### src/rtl/bpld_pkg.sv
// Shared types and constants for the button press, release and long-press detector.
package bpld_pkg;

  // Fixed widths of the poll, event and configuration words.
  localparam int unsigned IdxWidth    = 3;
  localparam int unsigned EventWidth  = 2;
  localparam int unsigned ThreshWidth = 16;
  localparam int unsigned CfgIdxWidth = 3;
  localparam int unsigned CfgWidth    = 16;

  // Defaults for the module parameters.
  localparam int unsigned NumButtonsDefault = 8;
  localparam int unsigned CountWidthDefault = 16;

  // Configuration reset values.
  localparam logic                   ActiveHighReset    = 1'b1;
  localparam logic                   ShortEnableReset   = 1'b1;
  localparam logic                   ReleaseEnableReset = 1'b1;
  localparam logic                   LongEnableReset    = 1'b1;
  localparam logic [ThreshWidth-1:0] LongThresholdReset = 16'd1000;

  typedef enum logic [EventWidth-1:0] {
    EV_NONE    = 2'd0,
    EV_SHORT   = 2'd1,
    EV_RELEASE = 2'd2,
    EV_LONG    = 2'd3
  } event_e;

  typedef enum logic [CfgIdxWidth-1:0] {
    REG_ACTIVE_HIGH    = 3'd0,
    REG_SHORT_ENABLE   = 3'd1,
    REG_RELEASE_ENABLE = 3'd2,
    REG_LONG_ENABLE    = 3'd3,
    REG_LONG_THRESHOLD = 3'd4
  } cfg_reg_e;

  typedef struct packed {
    logic                   active_high;
    logic                   short_enable;
    logic                   release_enable;
    logic                   long_enable;
    logic [ThreshWidth-1:0] long_threshold;
  } cfg_t;

endpackage

### src/rtl/button_press_release_long_detector_top.sv
// Top level of the button press, release and long-press detector.
//
//   channel  | direction | handshake               | payload
//   ---------+-----------+-------------------------+-------------------------------
//   poll     | in        | in_valid_i / in_stall_o | button_index_i, level_i
//   event    | out       | out_valid_o / out_stall_i | event_res_o, event_button_o
//   config   | in        | cfg_we_i                | cfg_index_i, cfg_data_i
//
// The edge check and the hold counter update are done in the cycle a poll word
// is accepted, and the event word appears in the output register on the next
// cycle. A new poll is taken every cycle unless the output register is full and
// stalled. Reset clears the stored levels to the inactive level, drops the held
// mark and restores the configuration defaults.
module button_press_release_long_detector_top #(
  parameter int unsigned NUM_BUTTONS = bpld_pkg::NumButtonsDefault,
  parameter int unsigned COUNT_WIDTH = bpld_pkg::CountWidthDefault
) (
  input  logic                               clk_i,
  input  logic                               rst_ni,
  input  logic                               in_valid_i,
  output logic                               in_stall_o,
  input  logic [bpld_pkg::IdxWidth-1:0]      button_index_i,
  input  logic                               level_i,
  output logic                               out_valid_o,
  input  logic                               out_stall_i,
  output logic [bpld_pkg::EventWidth-1:0]    event_res_o,
  output logic [bpld_pkg::IdxWidth-1:0]      event_button_o,
  input  logic                               cfg_we_i,
  input  logic [bpld_pkg::CfgIdxWidth-1:0]   cfg_index_i,
  input  logic [bpld_pkg::CfgWidth-1:0]      cfg_data_i
);
  import bpld_pkg::*;

  localparam int unsigned LvlIdxW = (NUM_BUTTONS > 1) ? $clog2(NUM_BUTTONS) : 1;
  localparam int unsigned CmpW    = (COUNT_WIDTH > ThreshWidth) ? COUNT_WIDTH : ThreshWidth;

  cfg_t cfg_q;

  logic [NUM_BUTTONS-1:0]  last_level_q, last_level_d;
  logic                    held_valid_q, held_valid_d;
  logic [IdxWidth-1:0]     held_button_q, held_button_d;
  logic [COUNT_WIDTH-1:0]  hold_count_q, hold_count_d;
  logic                    long_done_q, long_done_d;

  logic                    out_valid_q;
  event_e                  event_q, event_d;
  logic [IdxWidth-1:0]     event_button_q, event_button_d;

  logic                    in_acc;
  logic                    in_range;
  logic [LvlIdxW-1:0]      lvl_idx;
  logic                    prev_level;
  logic                    changed;
  logic                    count_hit;
  logic                    count_full;

  // Configuration registers.
  always_ff @(posedge clk_i or negedge rst_ni) begin
    if (!rst_ni) begin
      cfg_q.active_high    <= ActiveHighReset;
      cfg_q.short_enable   <= ShortEnableReset;
      cfg_q.release_enable <= ReleaseEnableReset;
      cfg_q.long_enable    <= LongEnableReset;
      cfg_q.long_threshold <= LongThresholdReset;
    end else if (cfg_we_i) begin
      case (cfg_index_i)
        REG_ACTIVE_HIGH:    cfg_q.active_high    <= cfg_data_i[0];
        REG_SHORT_ENABLE:   cfg_q.short_enable   <= cfg_data_i[0];
        REG_RELEASE_ENABLE: cfg_q.release_enable <= cfg_data_i[0];
        REG_LONG_ENABLE:    cfg_q.long_enable    <= cfg_data_i[0];
        REG_LONG_THRESHOLD: cfg_q.long_threshold <= cfg_data_i[ThreshWidth-1:0];
        default: ;
      endcase
    end
  end

  // The output register frees up when its word is taken in the same cycle.
  assign in_stall_o = out_valid_q & out_stall_i;
  assign in_acc     = in_valid_i & ~in_stall_o;
  assign in_range   = 32'(button_index_i) < 32'(NUM_BUTTONS);

  if (IdxWidth >= LvlIdxW) begin : g_idx_trunc
    assign lvl_idx = button_index_i[LvlIdxW-1:0];
  end else begin : g_idx_ext
    assign lvl_idx = LvlIdxW'(button_index_i);
  end

  assign prev_level = last_level_q[lvl_idx];
  assign changed    = level_i != prev_level;
  assign count_hit  = CmpW'(hold_count_q) >= CmpW'(cfg_q.long_threshold);
  assign count_full = &hold_count_q;

  always_comb begin
    last_level_d   = last_level_q;
    held_valid_d   = held_valid_q;
    held_button_d  = held_button_q;
    hold_count_d   = hold_count_q;
    long_done_d    = long_done_q;
    event_d        = EV_NONE;

    if (in_range) begin
      if (changed && (level_i == cfg_q.active_high)) begin
        held_valid_d  = 1'b1;
        held_button_d = button_index_i;
        hold_count_d  = '0;
        long_done_d   = 1'b0;
        if (cfg_q.short_enable) begin
          event_d = EV_SHORT;
        end
      end else if (changed) begin
        if (cfg_q.release_enable && held_valid_q && !long_done_q) begin
          event_d = EV_RELEASE;
        end
        held_valid_d = 1'b0;
        long_done_d  = 1'b0;
        hold_count_d = '0;
      end else if (cfg_q.long_enable && held_valid_q &&
                   (held_button_q == button_index_i) && !long_done_q) begin
        if (count_hit) begin
          event_d      = EV_LONG;
          hold_count_d = '0;
          long_done_d  = 1'b1;
        end else if (!count_full) begin
          hold_count_d = hold_count_q + COUNT_WIDTH'(1);
        end
      end
      last_level_d[lvl_idx] = level_i;
    end

    event_button_d = (event_d == EV_NONE) ? '0 : button_index_i;
  end

  // Detector state moves only on an accepted poll.
  always_ff @(posedge clk_i or negedge rst_ni) begin
    if (!rst_ni) begin
      last_level_q  <= '0;
      held_valid_q  <= 1'b0;
      held_button_q <= '0;
      hold_count_q  <= '0;
      long_done_q   <= 1'b0;
    end else if (in_acc) begin
      last_level_q  <= last_level_d;
      held_valid_q  <= held_valid_d;
      held_button_q <= held_button_d;
      hold_count_q  <= hold_count_d;
      long_done_q   <= long_done_d;
    end
  end

  always_ff @(posedge clk_i or negedge rst_ni) begin
    if (!rst_ni) begin
      out_valid_q <= 1'b0;
    end else if (in_acc) begin
      out_valid_q <= 1'b1;
    end else if (!out_stall_i) begin
      out_valid_q <= 1'b0;
    end
  end

  always_ff @(posedge clk_i) begin
    if (in_acc) begin
      event_q        <= event_d;
      event_button_q <= event_button_d;
    end
  end

  assign out_valid_o    = out_valid_q;
  assign event_res_o    = event_q;
  assign event_button_o = event_button_q;

  // A long press can only be marked while a button is held.
  assert property (@(posedge clk_i) disable iff (!rst_ni)
    long_done_q |-> held_valid_q)
    else $error("long press mark set without a held button");

  // The hold counter restarts when the long press fires.
  assert property (@(posedge clk_i) disable iff (!rst_ni)
    long_done_q |-> (hold_count_q == '0))
    else $error("hold counter not cleared after long press");

  // An accepted poll always leaves a word in the output register.
  assert property (@(posedge clk_i) disable iff (!rst_ni)
    in_acc |=> out_valid_q)
    else $error("accepted poll produced no event word");

  // An empty event word names no button.
  assert property (@(posedge clk_i) disable iff (!rst_ni)
    (out_valid_q && (event_q == EV_NONE)) |-> (event_button_q == '0))
    else $error("empty event carries a button index");

  // The stored counter never runs past the threshold while still armed.
  assert property (@(posedge clk_i) disable iff (!rst_ni)
    (in_acc && in_range && !changed && cfg_q.long_enable && held_valid_q &&
     (held_button_q == button_index_i) && !long_done_q && count_hit)
    |=> long_done_q)
    else $error("threshold reached without long press");

endmodule

### config.mk
export PLATFORM = sky130hd
export DESIGN_NAME = button_press_release_long_detector_top
export DESIGN_NICKNAME = d
export VERILOG_FILES = /design/src/rtl/bpld_pkg.sv /design/src/rtl/button_press_release_long_detector_top.sv
export SDC_FILE = /design/constraint.sdc
export NUM_CORES = 1
export LEC_CHECK = 0
export CORE_UTILIZATION = 55
export DETAILED_ROUTE_END_ITERATION = 10
export DONT_BUFFER_PORTS = 1
export PLACE_DENSITY = 0.7
export RECOVER_POWER = 100
export SLEW_MARGIN = 20
export SYNTH_ARGS = -nofsm -noshare
export SYNTH_HDL_FRONTEND = slang
export SYNTH_SLANG_ARGS = --single-unit
### constraint.sdc
create_clock -name clk_i -period 6.35 [get_ports clk_i]
set_input_delay 0.3175 -clock clk_i [delete_from_list [all_inputs] [get_ports clk_i]]
set_output_delay 0.3175 -clock clk_i [all_outputs]
set_load 0.02 [all_outputs]
==> results.md <==
* Std cell rows at 27
* Clock buffer depth at 2
* Register bit total from synthesis at 55
* DR WL/cell at 15.7 um
* Clk slew on worst S/H paths at approximately 0.09 ns
* CP Capture Type: register
* Most common flop cell mapped by yosys: dfrtp_1
* Fin nets at roughly 380
* DR iter-0 viols at 131
* Slowest-stage cell, CP: nand4b_1
* DPL Wire Length at 4760 um
* Initial antenna violation count at 0
* Port Buffers at 0
* Area occupied by multi-input gates at 1740 sq um
* # DRC at 0
* Ant. Diodes at 0
* CP Cell Sequence: inv_1, ha_1, nand2b_1, a2111o_1, a32oi_1, nand4b_1, nor2_1, a221o_1
* GPL Wtd Cong at between 0.8 and 0.9
* Crit share post-route at 47.9%
* EDFF count, synth at 5
* Gr usage total at 22.6%
* Worst-Margin Slew at between 2 and 3 ns
* Yosys top cell by area: dfrtp_1
* Synthesis-to-finish area growth at 3.62%
* Library cells used by synthesis at 63
* I/O pin count at 35
* Fmax at 329 MHz
* Fin Setup TNS at 0 ns
* Bufs and invs on worst path at 1
* Routed vias at 2,419
* Critical Path Max Stage Delay at about 0.54 ns
* Postcts setup bufs at 0
* Post-DRT Antenna Nets at 0
* P_leak at 1.42 nW
* Root Driver: clkbuf_8
* Inserted Clock Buffers at 5
* Vias in the first global route at 2,323
* TritonRoute pass-1 iters at 5
* Avg Inst Size Synth at roughly 9.8 sq um
* Cell area after synthesis at 3320 sq um
* Status: finished, violations left
* Die ar. at 6350 sq um
* Hold_ws at 0.0928 ns
* Worst skew pair latency at 0.30 ns
* Ys async rst share at 90.9%
* Post-Route WL at 6450 um
* Synthesis Warnings at 0
* Starting density of the core at between 50% and 60%
* Hold Crit Class: in2reg
* First-pass GRT wire length at between 10,000 and 15,000 um
* Max-slew violations at 51
* Die Ht at 79.7 um
* Mapped Nets at 383
* Crit path max fanout at 13
* Failing checks: max-capacitance violations, max-slew violations
* Power Dens Cells at 265 nW/um^2
* TritonCTS clock tree: built
* Routed vias/inst at 5.90
* H-tree depth at 2
* # setup viols final at 0
* Area contributors post-synth: dfrtp_1 30%, dfstp_2 7.9%, mux2_2 6.4%, ha_1 6.4%, edfxtp_1 4.5%
* WP data arrival at 3.29 ns
* GRT overflow at 0
* Sequential area share after synthesis at a little over two fifths
* Final hold violations at 0
* Worst Skew at 0.00748 ns
* Largest net degree at the start of global routing at 51
* Die width at 79.7 um
* Register area at 1410 sq um
* Num Clock Sinks at 55
* CP Data Required Time at between 6 and 7 ns
* Cells after synthesis at 338
* Worst IR Drop VDD at 0.000127 V
* Max Cap Viol at 1
* Synth top area share at 30.2%
* Crit Path Category: reg2reg
* CP top delay family: simple AND/OR/NAND/NOR gates
* Relative slew slack at -75.0%
* Layout cell share with drive strength beyond 1 at 12.1%
* Shortest period the worst path allows at 3.04 ns
* Worst setup SP type: register
* Core area at 5680 sq um
* Fill count at 480
* RSZ-0062 raised after global routing: no
[placed cells by master (no fill, tap or decap), drive strengths merged, types with 4 or more instances in the layout]
cell    count
inv        21
ha         17
nand2      36
nand3      19
nand4       6
a21boi      5
nor4bb      4
xnor2       4
dfrtp      40
nor4        7
a221o       5
nand2b      6
and2        7
a21oi      16
mux2       20
dfstp      10
nor2       19
o21ai      23
clkbuf      9
nor3        8
edfxtp      5
[path summary, 6_finish.rpt]
path,start,end,slack (ns),cells past startpoint
min in group asynchronous,rst_ni,hold_count_q[11],1.44,2
worst max-delay path,hold_count_q[0],hold_count_q[3],3.31,8
max in group asynchronous,rst_ni,hold_count_q[4],3.43,2
worst min register to register,last_level_q[1],last_level_q[1],0.51,1
worst max register to register,hold_count_q[0],hold_count_q[3],3.31,8
worst min-delay path,level_i,held_valid_q,0.09,1
[kinds of logic after synthesis]
kind of cell,count (synthesis),synth area share (%)
AO/OA/AOI/OAI,72,15.0
XOR/XNOR,7,1.85
adder cells (fa/ha/maj),17,6.41
buffers and inverters,33,4.49
flip-flops,55,42.6
multiplexers,23,7.69
AND/OR/NAND/NOR,131,21.9
[power breakdown]
part           switching (W)  internal [W]  total [W]  leakage, nW
logic               0.000125      0.000108   0.000233        0.715
clock network       0.000109     0.0000883   0.000197       0.0482
registers          0.0000522      0.000430   0.000482        0.658
[metrics by stage]
step	util [%]	worst slack, ns	instance area (sq um)	std cells	power [W]
final	60.6	3.31	3440	410	0.000912
after global routing	60.6	2.83	3440	410	0.000978
after CTS	61.4	3.43	3480	410	0.000928
after detailed placement	59.1	3.43	3350	400	0.000720
after global placement	59.1	3.52	3350	400	0.000708
after floorplan	-	3.98	3320	338	0.000675
[area by class of cell]
| class | count | area share [%] |
|---|---|---|
| Timing Repair Buffer | 3 | 0.509 |
| Clock buffer | 7 | 2.51 |
| Tap cell | 72 | 2.62 |
| Sequential cell | 55 | 41.1 |
| Multi-Input combinational cell | 250 | 50.7 |
| Clock inverter | 1 | 0.146 |
| Inverter | 22 | 2.40 |
[worst register-to-register path, delay by kind of cell (launching register included)]
kind / cells / cell delay [ns]
AOI/OAI and AO/OA: 3 / 1.08
adders and majority gates: 1 / 0.26
buffers and inverters: 1 / 0.06
DFF: 1 / 0.42
and+or+nand+nor: 3 / 1.17
[state kept, by name (all words and copies together) (netlist names)]
register        flops
cfg_q              20
hold_count_q       16
last_level_q        8
event_button_o      3
held_button_q       3
event_res_o         2
held_valid_q        1
long_done_q         1
out_valid_o         1
[what timing repair did]
action	in CTS	in global routing
endpoints found under the hold margin	50	0
hold buffers	2	0
resized for setup	0	0
[Yosys cell counts, drive strengths merged (4+ instances only)]
cell type,number
a221o,5
inv,21
xnor2,4
mux2,20
nand3,19
nand2b,6
o21ai,23
dfstp,10
a21oi,16
nor4bb,4
clkbuf,4
nor4,7
and2,7
edfxtp,5
buf,7
nand2,36
nor2,19
ha,17
nand4,6
dfrtp,40
a21boi,5
nor3,8
[metal layers]
metal | wire [um] | share of wire (%) | GRT usage, %
met5 | 0 | 0 | 0
met4 | 65 | 1.0 | 6.55
met3 | 259 | 4.0 | 4.34
met2 | 2880 | 45 | 35.3
met1 | 3250 | 50 | 31.8
Power figures use the tool's default switching activity.
